## src/rtl/tes_pkg.sv

```systemverilog
package tes_pkg;

  localparam int MAX_SAMPLE_DEF = 8192;
  localparam int SAMPLE_LEN_W = 14;
  localparam int PCT_W = 7;
  localparam logic [PCT_W-1:0] PCT_RESET = 7'd90;

  localparam logic [7:0] BOM_EF = 8'hEF;
  localparam logic [7:0] BOM_BB = 8'hBB;
  localparam logic [7:0] BOM_BF = 8'hBF;
  localparam logic [7:0] BOM_FF = 8'hFF;
  localparam logic [7:0] BOM_FE = 8'hFE;
  localparam logic [7:0] U8_MASK_C0 = 8'hC0;
  localparam logic [7:0] U8_MASK_E0 = 8'hE0;
  localparam logic [7:0] U8_MASK_F0 = 8'hF0;
  localparam logic [7:0] U8_MASK_F8 = 8'hF8;
  localparam logic [7:0] U8_CONT = 8'h80;
  localparam logic [7:0] U8_LEAD2 = 8'hC0;
  localparam logic [7:0] U8_LEAD3 = 8'hE0;
  localparam logic [7:0] U8_LEAD4 = 8'hF0;
  localparam logic [15:0] SURR_HI_MIN = 16'hD800;
  localparam logic [15:0] SURR_HI_MAX = 16'hDBFF;
  localparam logic [15:0] SURR_LO_MIN = 16'hDC00;
  localparam logic [15:0] SURR_LO_MAX = 16'hDFFF;
  localparam logic [6:0] PCT_SCALE = 7'd100;

  typedef enum logic [2:0] {
    TT_PLAIN    = 3'd0,
    TT_ASCII    = 3'd1,
    TT_UTF8     = 3'd2,
    TT_UTF8_BOM = 3'd3,
    TT_UTF16LE  = 3'd4,
    TT_UTF16BE  = 3'd5,
    TT_UTF32LE  = 3'd6,
    TT_UTF32BE  = 3'd7
  } enc_kind_t;

  typedef struct packed {
    logic expect_low;
    logic fail;
  } u16_lane_t;

  function automatic logic is_printable(logic [7:0] b);
    return (b >= 8'd32 && b <= 8'd126) || b == 8'd9 || b == 8'd10 || b == 8'd13;
  endfunction

  function automatic u16_lane_t utf16_unit(logic [15:0] unit, u16_lane_t cur);
    u16_lane_t r;
    logic hi;
    logic lo;
    hi = unit >= SURR_HI_MIN && unit <= SURR_HI_MAX;
    lo = unit >= SURR_LO_MIN && unit <= SURR_LO_MAX;
    r = cur;
    if (cur.expect_low) begin
      if (!lo) r.fail = 1'b1;
      r.expect_low = 1'b0;
    end else if (hi) begin
      r.expect_low = 1'b1;
    end else if (lo) begin
      r.fail = 1'b1;
    end
    return r;
  endfunction

endpackage

```

## src/rtl/tes_in_if.sv

```systemverilog
interface tes_in_if;
  logic       valid;
  logic       ready;
  logic [7:0] data_byte;
  logic       last;

  modport source (output valid, output data_byte, output last, input ready);
  modport sink (input valid, input data_byte, input last, output ready);
endinterface

```

## src/rtl/tes_out_if.sv

```systemverilog
interface tes_out_if;
  logic                            valid;
  logic                            ready;
  logic [2:0]                      enc_kind;
  logic [tes_pkg::SAMPLE_LEN_W-1:0] sample_length;

  modport source (output valid, output enc_kind, output sample_length, input ready);
  modport sink (input valid, input enc_kind, input sample_length, output ready);
endinterface

```

## src/rtl/text_encoding_sniffer_unit.sv

```systemverilog
// Path: a byte passes through the input register, then the result register.
// Throughput: one byte per cycle unless a last byte stalls; only the byte flagged last yields a result request.
// The next sample streams in while a result waits; only a last byte stalls behind it.
// Reset (rst_n low, synchronous): sample state cleared, printable_percent back to 90,
// both registers empty.
module text_encoding_sniffer_unit #(
  parameter int MAX_SAMPLE = tes_pkg::MAX_SAMPLE_DEF
) (
  input  logic                       clk,
  input  logic                       rst_n,
  tes_in_if.sink                     in_chan,
  tes_out_if.source                  out_chan,
  input  logic                       cfg_we,
  input  logic [tes_pkg::PCT_W-1:0]  cfg_data
);

  localparam int CW = $clog2(MAX_SAMPLE + 1);
  localparam int PW = CW + tes_pkg::PCT_W;

  // input register
  logic       in_v_r;
  logic [7:0] in_byte_r;
  logic       in_last_r;

  // sample state
  logic [tes_pkg::PCT_W-1:0] pct_r;
  logic [31:0]               head_r, head_nxt;
  logic [CW-1:0]             cnt_r, cnt_nxt;
  logic [CW-1:0]             prn_r, prn_nxt;
  logic                      zero_r, zero_nxt;
  logic [1:0]                u8_pend_r, u8_pend_nxt;
  logic                      u8_bad_r, u8_bad_nxt;
  logic                      u8_fail_r, u8_fail_nxt;
  logic [7:0]                prev_r, prev_nxt;
  tes_pkg::u16_lane_t        le_r, le_nxt, be_r, be_nxt;

  // result register
  logic                       out_v_r;
  tes_pkg::enc_kind_t         tt_r, tt_nxt;
  logic [CW-1:0]              len_r;

  logic process;
  logic take;
  logic [PW-1:0] prn_scaled, cnt_scaled;
  logic [CW+tes_pkg::SAMPLE_LEN_W-1:0] len_ext;

  assign process = in_v_r && (!in_last_r || !out_v_r || out_chan.ready);
  assign in_chan.ready = !in_v_r || process;
  assign take = cnt_r < CW'(MAX_SAMPLE);

  always_comb begin
    head_nxt    = head_r;
    cnt_nxt     = cnt_r;
    prn_nxt     = prn_r;
    zero_nxt    = zero_r;
    u8_pend_nxt = u8_pend_r;
    u8_bad_nxt  = u8_bad_r;
    u8_fail_nxt = u8_fail_r;
    prev_nxt    = prev_r;
    le_nxt      = le_r;
    be_nxt      = be_r;
    if (take) begin
      if (cnt_r < CW'(4)) head_nxt[{cnt_r[1:0], 3'b000} +: 8] = in_byte_r;
      if (tes_pkg::is_printable(in_byte_r)) prn_nxt = prn_r + CW'(1);
      else if (in_byte_r == 8'd0) zero_nxt = 1'b1;

      if (u8_pend_r != 2'd0) begin
        if ((in_byte_r & tes_pkg::U8_MASK_C0) != tes_pkg::U8_CONT) u8_bad_nxt = 1'b1;
        u8_pend_nxt = u8_pend_r - 2'd1;
        if (u8_pend_nxt == 2'd0) begin
          if (u8_bad_nxt) u8_fail_nxt = 1'b1;
          u8_bad_nxt = 1'b0;
        end
      end else if (!in_byte_r[7]) begin
        u8_pend_nxt = 2'd0;
      end else if ((in_byte_r & tes_pkg::U8_MASK_E0) == tes_pkg::U8_LEAD2) begin
        u8_pend_nxt = 2'd1;
      end else if ((in_byte_r & tes_pkg::U8_MASK_F0) == tes_pkg::U8_LEAD3) begin
        u8_pend_nxt = 2'd2;
      end else if ((in_byte_r & tes_pkg::U8_MASK_F8) == tes_pkg::U8_LEAD4) begin
        u8_pend_nxt = 2'd3;
      end else begin
        u8_fail_nxt = 1'b1;
      end

      // odd index closes a 16-bit code unit
      if (cnt_r[0]) begin
        le_nxt = tes_pkg::utf16_unit({in_byte_r, prev_r}, le_r);
        be_nxt = tes_pkg::utf16_unit({prev_r, in_byte_r}, be_r);
      end
      prev_nxt = in_byte_r;
      cnt_nxt  = cnt_r + CW'(1);
    end
  end

  assign prn_scaled = PW'(prn_nxt) * PW'(tes_pkg::PCT_SCALE);
  assign cnt_scaled = PW'(pct_r) * PW'(cnt_nxt);

  always_comb begin
    logic bom3, bom4;
    logic [1:0] bad16;
    bom3  = cnt_nxt >= CW'(3);
    bom4  = cnt_nxt >= CW'(4);
    bad16 = {be_nxt.fail | be_nxt.expect_low, le_nxt.fail | le_nxt.expect_low};
    if (bom3 && head_nxt[7:0] == tes_pkg::BOM_EF && head_nxt[15:8] == tes_pkg::BOM_BB
        && head_nxt[23:16] == tes_pkg::BOM_BF) begin
      tt_nxt = tes_pkg::TT_UTF8_BOM;
    end else if (bom3 && head_nxt[7:0] == tes_pkg::BOM_FF
                 && head_nxt[15:8] == tes_pkg::BOM_FE) begin
      tt_nxt = (bom4 && head_nxt[31:16] == 16'd0) ? tes_pkg::TT_UTF32LE
                                                   : tes_pkg::TT_UTF16LE;
    end else if (bom3 && head_nxt[7:0] == tes_pkg::BOM_FE
                 && head_nxt[15:8] == tes_pkg::BOM_FF) begin
      tt_nxt = tes_pkg::TT_UTF16BE;
    end else if (bom4 && head_nxt[15:0] == 16'd0 && head_nxt[23:16] == tes_pkg::BOM_FE
                 && head_nxt[31:24] == tes_pkg::BOM_FF) begin
      tt_nxt = tes_pkg::TT_UTF32BE;
    end else if (!zero_nxt && cnt_nxt != '0 && prn_scaled >= cnt_scaled) begin
      tt_nxt = tes_pkg::TT_ASCII;
    end else if (!u8_fail_nxt) begin
      tt_nxt = tes_pkg::TT_UTF8;
    end else if (cnt_nxt >= CW'(2) && !cnt_nxt[0] && !bad16[0]) begin
      tt_nxt = tes_pkg::TT_UTF16LE;
    end else if (cnt_nxt >= CW'(2) && !cnt_nxt[0] && !bad16[1]) begin
      tt_nxt = tes_pkg::TT_UTF16BE;
    end else begin
      tt_nxt = tes_pkg::TT_PLAIN;
    end
  end

  always_ff @(posedge clk) begin
    if (!rst_n) begin
      in_v_r <= 1'b0;
    end else if (in_chan.ready) begin
      in_v_r <= in_chan.valid;
    end
    if (in_chan.ready && in_chan.valid) begin
      in_byte_r <= in_chan.data_byte;
      in_last_r <= in_chan.last;
    end
  end

  always_ff @(posedge clk) begin
    if (!rst_n) begin
      pct_r <= tes_pkg::PCT_RESET;
    end else if (cfg_we) begin
      pct_r <= cfg_data;
    end
  end

  always_ff @(posedge clk) begin
    if (!rst_n || (process && in_last_r)) begin
      head_r    <= '0;
      cnt_r     <= '0;
      prn_r     <= '0;
      zero_r    <= 1'b0;
      u8_pend_r <= 2'd0;
      u8_bad_r  <= 1'b0;
      u8_fail_r <= 1'b0;
      prev_r    <= 8'd0;
      le_r      <= '0;
      be_r      <= '0;
    end else if (process) begin
      head_r    <= head_nxt;
      cnt_r     <= cnt_nxt;
      prn_r     <= prn_nxt;
      zero_r    <= zero_nxt;
      u8_pend_r <= u8_pend_nxt;
      u8_bad_r  <= u8_bad_nxt;
      u8_fail_r <= u8_fail_nxt;
      prev_r    <= prev_nxt;
      le_r      <= le_nxt;
      be_r      <= be_nxt;
    end
  end

  always_ff @(posedge clk) begin
    if (!rst_n) begin
      out_v_r <= 1'b0;
    end else if (process && in_last_r) begin
      out_v_r <= 1'b1;
    end else if (out_chan.ready) begin
      out_v_r <= 1'b0;
    end
    if (process && in_last_r) begin
      tt_r  <= tt_nxt;
      len_r <= cnt_nxt;
    end
  end

  assign len_ext = {{tes_pkg::SAMPLE_LEN_W{1'b0}}, len_r};
  assign out_chan.valid         = out_v_r;
  assign out_chan.enc_kind      = tt_r;
  assign out_chan.sample_length = len_ext[tes_pkg::SAMPLE_LEN_W-1:0];

  a_cnt_bound: assert property (@(posedge clk) disable iff (!rst_n)
    cnt_r <= CW'(MAX_SAMPLE)) else $error("byte count past sample limit");

  a_prn_bound: assert property (@(posedge clk) disable iff (!rst_n)
    prn_r <= cnt_r) else $error("printable count exceeds byte count");

  a_last_clears: assert property (@(posedge clk) disable iff (!rst_n)
    process && in_last_r |=> cnt_r == '0 && out_v_r)
    else $error("last byte did not close the sample");

endmodule

```

## src/flat_wrapper.sv

```systemverilog
// flat-port wrapper written by rule: the top's interface ports become plain ports
module text_encoding_sniffer_unit_flat 
#(
  parameter int MAX_SAMPLE = tes_pkg::MAX_SAMPLE_DEF
)
  (clk, rst_n, cfg_we, cfg_data, in_chan_valid, in_chan_data_byte, in_chan_last, in_chan_ready, out_chan_valid, out_chan_enc_kind, out_chan_sample_length, out_chan_ready);
  tes_in_if in_chan_i ();
  tes_out_if out_chan_i ();
  input  logic clk;
  input  logic rst_n;
  input  logic cfg_we;
  input  logic [tes_pkg::PCT_W-1:0] cfg_data;
  input wire logic [$bits(in_chan_i.valid)-1:0] in_chan_valid;
  input wire logic [$bits(in_chan_i.data_byte)-1:0] in_chan_data_byte;
  input wire logic [$bits(in_chan_i.last)-1:0] in_chan_last;
  output wire logic [$bits(in_chan_i.ready)-1:0] in_chan_ready;
  output wire logic [$bits(out_chan_i.valid)-1:0] out_chan_valid;
  output wire logic [$bits(out_chan_i.enc_kind)-1:0] out_chan_enc_kind;
  output wire logic [$bits(out_chan_i.sample_length)-1:0] out_chan_sample_length;
  input wire logic [$bits(out_chan_i.ready)-1:0] out_chan_ready;
  assign in_chan_i.valid = in_chan_valid;
  assign in_chan_i.data_byte = in_chan_data_byte;
  assign in_chan_i.last = in_chan_last;
  assign in_chan_ready = in_chan_i.ready;
  assign out_chan_valid = out_chan_i.valid;
  assign out_chan_enc_kind = out_chan_i.enc_kind;
  assign out_chan_sample_length = out_chan_i.sample_length;
  assign out_chan_i.ready = out_chan_ready;
  text_encoding_sniffer_unit #(.MAX_SAMPLE(MAX_SAMPLE)) u_core (.clk(clk), .rst_n(rst_n), .in_chan(in_chan_i), .out_chan(out_chan_i), .cfg_we(cfg_we), .cfg_data(cfg_data));
endmodule
```

## config.mk

```make
export PLATFORM = sky130hd
export DESIGN_NAME = text_encoding_sniffer_unit_flat
export DESIGN_NICKNAME = d
export VERILOG_FILES = /design/src/rtl/tes_pkg.sv /design/src/rtl/tes_in_if.sv /design/src/rtl/tes_out_if.sv /design/src/rtl/text_encoding_sniffer_unit.sv /design/src/flat_wrapper.sv
export SDC_FILE = /design/constraint.sdc
export NUM_CORES = 1
export LEC_CHECK = 0
export BUFFER_PORTS_ARGS = -buffer_cell sky130_fd_sc_hd__buf_2
export CAP_MARGIN = 20
export CORE_ASPECT_RATIO = 1.25
export CORE_MARGIN = 1
export CORE_UTILIZATION = 50
export CTS_CLUSTER_DIAMETER = 60
export DETAILED_ROUTE_END_ITERATION = 10
export PLACE_DENSITY = 0.72
export SLEW_MARGIN = 0
export SYNTH_ARGS = -nofsm -noshare
export SYNTH_HDL_FRONTEND = slang
export SYNTH_SLANG_ARGS = --single-unit
```

## constraint.sdc

```tcl
create_clock -name clk -period 9.3 [get_ports clk]
set_input_delay 0 -clock clk [delete_from_list [all_inputs] [get_ports clk]]
set_output_delay 0 -clock clk [all_outputs]
set_load 0.005 [all_outputs]
```

==> key figures, run 1 <==
Status
  • Outcome: finished clean

Timing
  • Setup Skew: between 0.01 and 0.015 ns
  • RSZ-0062 raised after global routing: false
  • Worst slew margin: about a third
  • Crit share post-route: a little under nine tenths
  • Worst slew pin tran: between 1 and 1.5 ns
  • Max Fclk: 0.125 GHz
  • Final hold vios: 0
  • Final Critical Period: ~8 ns
  • Setup violators final: 0
  • Worst hold slack: roughly 0.076 ns
  • Final Max Slew Viols: 0
  • Setup TNS: 0 ns

Synthesis
  • Ys async rst share: 0%
  • Number of synthesized flops with an enable pin: 26
  • XOR/XNOR Fraction of Synth Area: 6.94%
  • Unique masters post-synth: 70
  • Combinational family with the most area after synthesis: adder cells
  • Main synth FF type: dfxtp_1
  • Cells after Synth: approximately 1200
  • Synthesized area: 10500 µm²
  • Simple-gate share of the synthesized area: between 20% and 30%
  • Syn avg cell area: just under 9 µm²
  • Multiplexer area fraction after synthesis: around 2.2%
  • Yosys warnings: 0
  • Sequential fraction of the synthesis area: a little under a quarter
  • Compound-Gate Fraction of Synth Area: between 10% and 20%
  • Syn nets: around 1400
  • Adder-Cell Fraction of Synth Area: roughly a quarter
  • Seq cells post-synth: 110

Setup path
  • CP Max Fanout: 13
  • Worst EP required: roughly 9.4 ns
  • Worst Setup End Kind: flip-flop
  • CP startpoint kind: flip-flop
  • CP arrival: ~8.1 ns
  • Crit Path Class: flip-flop to flip-flop

Finish
  • Non-Filler Instances: between 1000 and 1500
  • Antenna diodes: 0
  • Final #Nets: between 1000 and 1500
  • Area growth from synthesis to final layout: 7.84%
  • Final instance area: ~11000 µm²
  • Fraction of layout cells with a size suffix above 1: under 10%

Clock tree
  • CTS Sinks: between 100 and 150
  • Worst-case clock buffer depth: 2
  • Clock latency on the worst-skew pair: ~0.36 ns
  • Num CTS Buffers: 9
  • Post-CTS Resized: 0
  • Post-CTS setup buffer count: 0
  • CTS tree: done
  • Root Driver: clkbuf_16
  • H-Tree Depth: 3
  • Reg clk slew, reported paths: approximately 0.080 ns

Place
  • DP HPWL: around 18000 µm
  • Post-DP Area: 10800 µm²
  • PortBufs: 39
  • Dpl cells: roughly 1500
  • Placer congestion estimate: approximately 0.9

Route
  • Drt first pass iters: 5
  • Drt wl/cell: 15.5 µm
  • Wire length after detailed routing: between 20000 and 25000 µm
  • Vias: between 8000 and 9000
  • Avg Vias per Cell: ~5.6
  • Post-route ant nets: 0
  • Remaining DRCs: 0
  • Iteration-0 DRC Markers: between 400 and 500

Global route
  • Global-route wire length before repair: approximately 39000 µm
  • Initial antenna violation count: 0
  • Grt total ovfl: 0
  • Pin count of the biggest net entering global routing: 62
  • Gr usage total: between 20 and 25%
  • Vias in the first global route: roughly 8500

Pwr
  • Total power: ~1.1 mW
  • Static leakage power: roughly 5.3 nW
  • VDD IR-drop max: 0.128 mV
  • Cell Pwr Density: roughly 96 nW/µm²

Floorplanning
  • Core Area: about 20000 µm²
  • FP Rows: 58
  • IO Count: 40
  • Die W: ~130 µm
  • Starting Density: roughly half
  • Die ar.: around 21000 µm²
  • Die height: 164 µm

Min path
  • Hold Crit Class: primary input to flip-flop

Flow run
  • Max Cap Viol: 0
[layout by cell type, fill, tap and decap left out, drive strengths merged, types with 9 or more instances in the layout]
master,n
clkbuf,9
mux2i,21
nor3,23
dfxtp,84
a21oi,61
a21o,12
dlygate4sd3,24
and2,47
xor2,40
xnor2,42
and4,10
nand3,60
or3,9
ha,109
nor4,11
o21ai,22
o211ai,9
buf,48
edfxtp,26
a211oi,16
nand2,102
nor2,83
and3,17
nor2b,54
a31oi,10
nor3b,9
inv,100
fa,68
nand4,22
[synthesized netlist by cell type, types with 3 or more instances]
cell / n / share of area [%]
o211ai_1: 9 / 0.65
o31ai_1: 5 / 0.36
inv_1: 97 / 3.5
or2_2: 5 / 0.30
nor4_1: 10 / 0.60
o21a_1: 7 / 0.50
and3_1: 17 / 1.0
buf_6: 6 / 0.65
o41ai_1: 3 / 0.25
and2_1: 46 / 2.8
dfxtp_1: 84 / 16
buf_1: 7 / 0.25
nand3_1: 60 / 2.9
o21bai_1: 4 / 0.29
or4_1: 3 / 0.22
nor3b_1: 7 / 0.50
a21o_1: 12 / 0.86
xnor2_1: 41 / 3.4
mux2i_1: 21 / 2.0
clkbuf_1: 38 / 1.4
buf_2: 9 / 0.43
o21ai_0: 22 / 1.1
a21oi_1: 61 / 2.9
a21boi_0: 3 / 0.22
nand4_1: 20 / 1.2
nor3_1: 21 / 1.0
xor2_1: 40 / 3.4
nand2b_1: 6 / 0.36
and4_1: 10 / 0.84
a211oi_1: 16 / 1.1
edfxtp_1: 26 / 7.5
fa_1: 68 / 13
a31oi_1: 10 / 0.60
nor2_1: 83 / 3.0
o311ai_0: 3 / 0.25
nor2b_1: 54 / 3.2
nand2_1: 102 / 3.7
or3_1: 9 / 0.54
ha_1: 109 / 13
[power by group]
part	total, mW	switching (mW)	internal (mW)
sequential	0.524	0.0227	0.501
combinational	0.194	0.107	0.0871
clock	0.364	0.181	0.183
[cells by family after synthesis]
logic type | Yosys count
compound gates | 174
xor+xnor | 82
buf+inv | 159
flops | 110
simple gates | 470
mux | 23
fa+ha+maj | 177
[sequential cells by signal, summed over array words and instances (netlist names), 2 cells and up]
signal,cells
u_core.be_r,2
u_core.cnt_r,14
u_core.head_r,32
u_core.in_byte_r,8
u_core.le_r,2
u_core.out_chan.enc_kind,3
u_core.out_chan.sample_length,14
u_core.pct_r,7
u_core.prev_r,6
u_core.prn_r,14
u_core.u8_pend_r,2
[repair_timing]
action | in CTS | in global routing
hold buffers | 24 | 0
hold endpoints to repair | 18 | 0
setup endpoints to repair | 0 | 0
[per-stage QoR]
stage	utilization, %	setup slack (ns)
floorplan	-	2.47
global placement	52.9	1.55
detailed placement	52.9	1.36
CTS	55.4	1.35
global route	55.5	0.608
finish	55.5	1.31
[cell type report]
type	count	area (µm²)
clock inverter	7	47.5
multi-input combinational	926	7330
timing repair buffer	72	503
clock buffer	9	225
fill	1856	9040
tap	270	338
inverter	97	364
sequential	110	2460
[critical path, cell delays in order, from the launching register on]
cell and delay (ns):
dfxtp_1 0.59, ha_1 0.24, nor2b_1 0.44, and3_1 0.36, nand3_1 0.13, xnor2_1 0.62, and2_1 0.24, fa_1 0.42
fa_1 0.48, fa_1 0.55, inv_1 0.06, fa_1 0.53, inv_1 0.04, ha_1 0.21, or3_1 0.35, a211oi_1 0.33
nor3_1 0.13, or3_1 0.38, nand3_1 0.10, ha_1 0.14, nand4_1 0.12, nor2_1 0.14, o311ai_0 0.21, a211oi_1 0.42
nor3_1 0.10, a211o_1 0.27, and2_1 0.15
[worst paths after layout]
| path | start | endpoint | slack (ns) | depth (start not counted) |
|---|---|---|---|---|
| setup reg to reg | u_core.cnt_r[0] | u_core.out_chan.enc_kind[2] | 1.31 | 26 |
| hold / removal | cfg_we | u_core.pct_r[5] | 0.08 | 3 |
| hold reg to reg | u_core.head_r[3] | u_core.head_r[3] | 0.47 | 2 |
| setup / recovery | u_core.cnt_r[0] | u_core.out_chan.enc_kind[2] | 1.31 | 26 |
[routing by layer]
| metal | up-vias | share of wire (%) | global-route usage (%) | routed length [µm] |
|---|---|---|---|---|
| met5 | - | 0 | 0 | 0 |
| met4 | 0 | 2.4 | 8.03 | 554 |
| met3 | 37 | 2.7 | 2.05 | 615 |
| met2 | 147 | 52 | 43.1 | 12000 |
| met1 | 4051 | 43 | 25.9 | 9970 |
| li1 | 4126 | - | - | - |
Note: power is estimated with default switching activity, not from simulation.
==> inputs of run 2 (changes only) <==
--- a/config.mk
+++ b/config.mk
@@ -5,14 +5,13 @@
 export SDC_FILE = /design/constraint.sdc
 export NUM_CORES = 1
 export LEC_CHECK = 0
-export BUFFER_PORTS_ARGS = -buffer_cell sky130_fd_sc_hd__buf_2
-export CAP_MARGIN = 20
 export CORE_ASPECT_RATIO = 1.25
 export CORE_MARGIN = 1
 export CORE_UTILIZATION = 50
 export CTS_CLUSTER_DIAMETER = 60
 export DETAILED_ROUTE_END_ITERATION = 10
-export PLACE_DENSITY = 0.72
+export DONT_BUFFER_PORTS = 1
+export PLACE_DENSITY = 0.7
 export SLEW_MARGIN = 0
 export SYNTH_ARGS = -nofsm -noshare
 export SYNTH_HDL_FRONTEND = slang
==> run 2 against run 1 <==
Highest routed layer unchanged. Critical path type unchanged. Power is 2.5% higher. Register-to-register slack hardly changed. Non-clock buffer count is 38 lower. Hold slack better by 0.20 ns. Sequential share of layout area is 0.32 points higher. First-iteration DRC count is 12% higher.
==> key figures, run 2 (synthesis gave the netlist of run 1 again) <==
Status
  • Outcome: finished clean

Flow run
  • Max Cap Viol: 0

Global route
  • Global-route wire length before repair: 40000 µm
  • Gr usage total: ~23%
  • Vias in the first global route: roughly 8500
  • Initial antenna violation count: 0
  • Pin count of the biggest net entering global routing: 41
  • Grt total ovfl: 0

Timing
  • Setup Skew: between 0.01 and 0.015 ns
  • Worst slew margin: 26.4%
  • RSZ-0062 raised after global routing: false
  • Final hold vios: 0
  • Crit share post-route: between 80 and 90%
  • Worst slew pin tran: 1.10 ns
  • Max Fclk: around 0.13 GHz
  • Final Max Slew Viols: 0
  • Final Critical Period: roughly 8.0 ns
  • Setup TNS: 0 ns
  • Setup violators final: 0

Setup path
  • Worst EP required: around 9.4 ns
  • R2R Path Start: u_core.cnt_r[0]
  • FF-to-FF path depth: 26
  • CP Max Fanout: 13
  • Worst Setup End Kind: flip-flop
  • CP arrival: 8.10 ns
  • Flop2flop setup slack: 1.31 ns
  • Worst R2R End: u_core.out_chan.enc_kind[2]
  • Crit Path Class: flip-flop to flip-flop
  • CP startpoint kind: flip-flop

Finish
  • Final instance area: between 10000 and 15000 µm²
  • Commonest non-fill, non-tap cell in the layout: ha_1
  • Fraction of layout cells with a size suffix above 1: between 3 and 4%
  • Most frequent cells in the layout: ha_1 (109), nand2_1 (101), inv_1 (97), dfxtp_1 (84), nor2_1 (83)
  • Max reg flops: 32
  • Biggest register: u_core.head_r
  • Non-Filler Instances: ~1500
  • Final #Nets: between 1000 and 1500
  • Antenna diodes: 0
  • Area growth from synthesis to final layout: 6.30%

Route
  • Wire length after detailed routing: 23600 µm
  • Drt first pass iters: 5
  • Remaining DRCs: 0
  • Avg Vias per Cell: 5.63
  • Iteration-0 DRC Markers: 498
  • Post-route ant nets: 0
  • Drt wl/cell: 16.2 µm
  • Vias: just over 8000

Clock tree
  • CTS tree: done
  • Post-CTS Resized: 0
  • CTS Sinks: 110
  • Clock latency on the worst-skew pair: around 0.35 ns
  • Num CTS Buffers: 9
  • Reg clk slew, reported paths: 0.08 ns
  • H-Tree Depth: 3
  • Hold_buf cts: 25
  • Worst-case clock buffer depth: 2
  • Root Driver: clkbuf_16
  • Post-CTS setup buffer count: 0

Floorplanning
  • Starting Density: 51.5%
  • IO Count: 40
  • Die ar.: 21500 µm²
  • Die W: between 100 and 150 µm
  • Die height: around 160 µm
  • FP Rows: 58
  • Core Area: slightly above 20000 µm²

Pwr
  • Total power: approximately 1.1 mW
  • Static leakage power: between 5 and 6 nW
  • Comb pwr share: roughly 17%
  • Seq pwr share: between 40% and 50%
  • VDD IR-drop max: slightly below 0.1 mV
  • Clock group share of total power: between 30% and 40%
  • Cell Pwr Density: ~100 nW/µm²
  • Switching share of power: approximately 28%
  • Switch Pwr: 0.312 mW
  • Internal power: between 0.7 and 0.8 mW

Place
  • Post-DP Area: ~11000 µm²
  • DP HPWL: around 18000 µm
  • PortBufs: 0
  • Placer congestion estimate: between 0.8 and 0.9
  • Dpl cells: about 1400

Min path
  • Hold Startpoint: in_chan_last
  • WHS Path Cells: 1
  • Hold Path End: u_core.in_last_r
  • Hold Crit Class: primary input to flip-flop
## run 2: metrics by stage
stage	hold WS (ns)	utilization [%]	setup WS, ns
after floorplan	0.0989	-	2.47
after global placement	0.0673	52.0	1.54
after detailed placement	0.0699	52.0	1.35
after CTS	0.257	54.7	1.30
after global routing	0.271	54.7	0.674
final	0.273	54.7	1.31
## run 2: power by group through the flow
stage | combinational, mW | sequential, mW | clock [mW]
2_1_floorplan | 0.154 | 0.519 | 0
3_3_place_gp | 0.175 | 0.535 | 0
3_5_place_dp | 0.178 | 0.535 | 0
4_1_cts | 0.189 | 0.524 | 0.406
5_1_grt | 0.215 | 0.527 | 0.420
6_report | 0.188 | 0.525 | 0.395
## run 2: worst max-delay path, stage by stage, from the launching register on
cell	delay, ns
dfxtp_1	0.59
ha_1	0.23
nor2b_1	0.45
and3_1	0.35
nand2_1	0.09
xor2_1	0.57
nor2b_1	0.15
fa_1	0.56
fa_1	0.45
fa_1	0.52
fa_1	0.49
ha_1	0.37
and3_1	0.20
o311ai_0	0.12
a31oi_1	0.20
a31oi_1	0.33
o21bai_1	0.12
a21oi_1	0.18
xor2_1	0.09
ha_1	0.30
nand4_1	0.10
nor2_1	0.13
o311ai_0	0.14
a211oi_1	0.50
nor3_1	0.11
a211o_1	0.28
and2_1	0.15
## run 2: layout make-up
class | count | area, µm²
well taps | 270 | 338
clock inverters | 6 | 67.6
multi-input cells | 926 | 7330
inverters | 97 | 364
flip-flops and latches | 110 | 2460
repair buffers | 34 | 318
fillers | 1883 | 9210
clock buffers | 10 | 229
## run 2: how the worst max path moves through the flow
stage | start | endpoint | slack, ns | depth (start not counted)
after floorplan | u_core.cnt_r[0] | u_core.out_chan.enc_kind[2] | 2.47 | 30
after global placement | u_core.cnt_r[0] | u_core.out_chan.enc_kind[2] | 1.54 | 26
after detailed placement | u_core.cnt_r[0] | u_core.out_chan.enc_kind[2] | 1.35 | 26
after CTS | u_core.cnt_r[0] | u_core.out_chan.enc_kind[2] | 1.30 | 26
after global routing | u_core.cnt_r[0] | u_core.out_chan.enc_kind[2] | 0.67 | 26
final | u_core.cnt_r[0] | u_core.out_chan.enc_kind[2] | 1.31 | 26
## run 2: per-layer routing
layer / routed length (µm) / track usage (%)
met5: 0 / 0
met4: 670 / 8.99
met1: 9720 / 25.4
met3: 822 / 3.17
met2: 12300 / 44.2
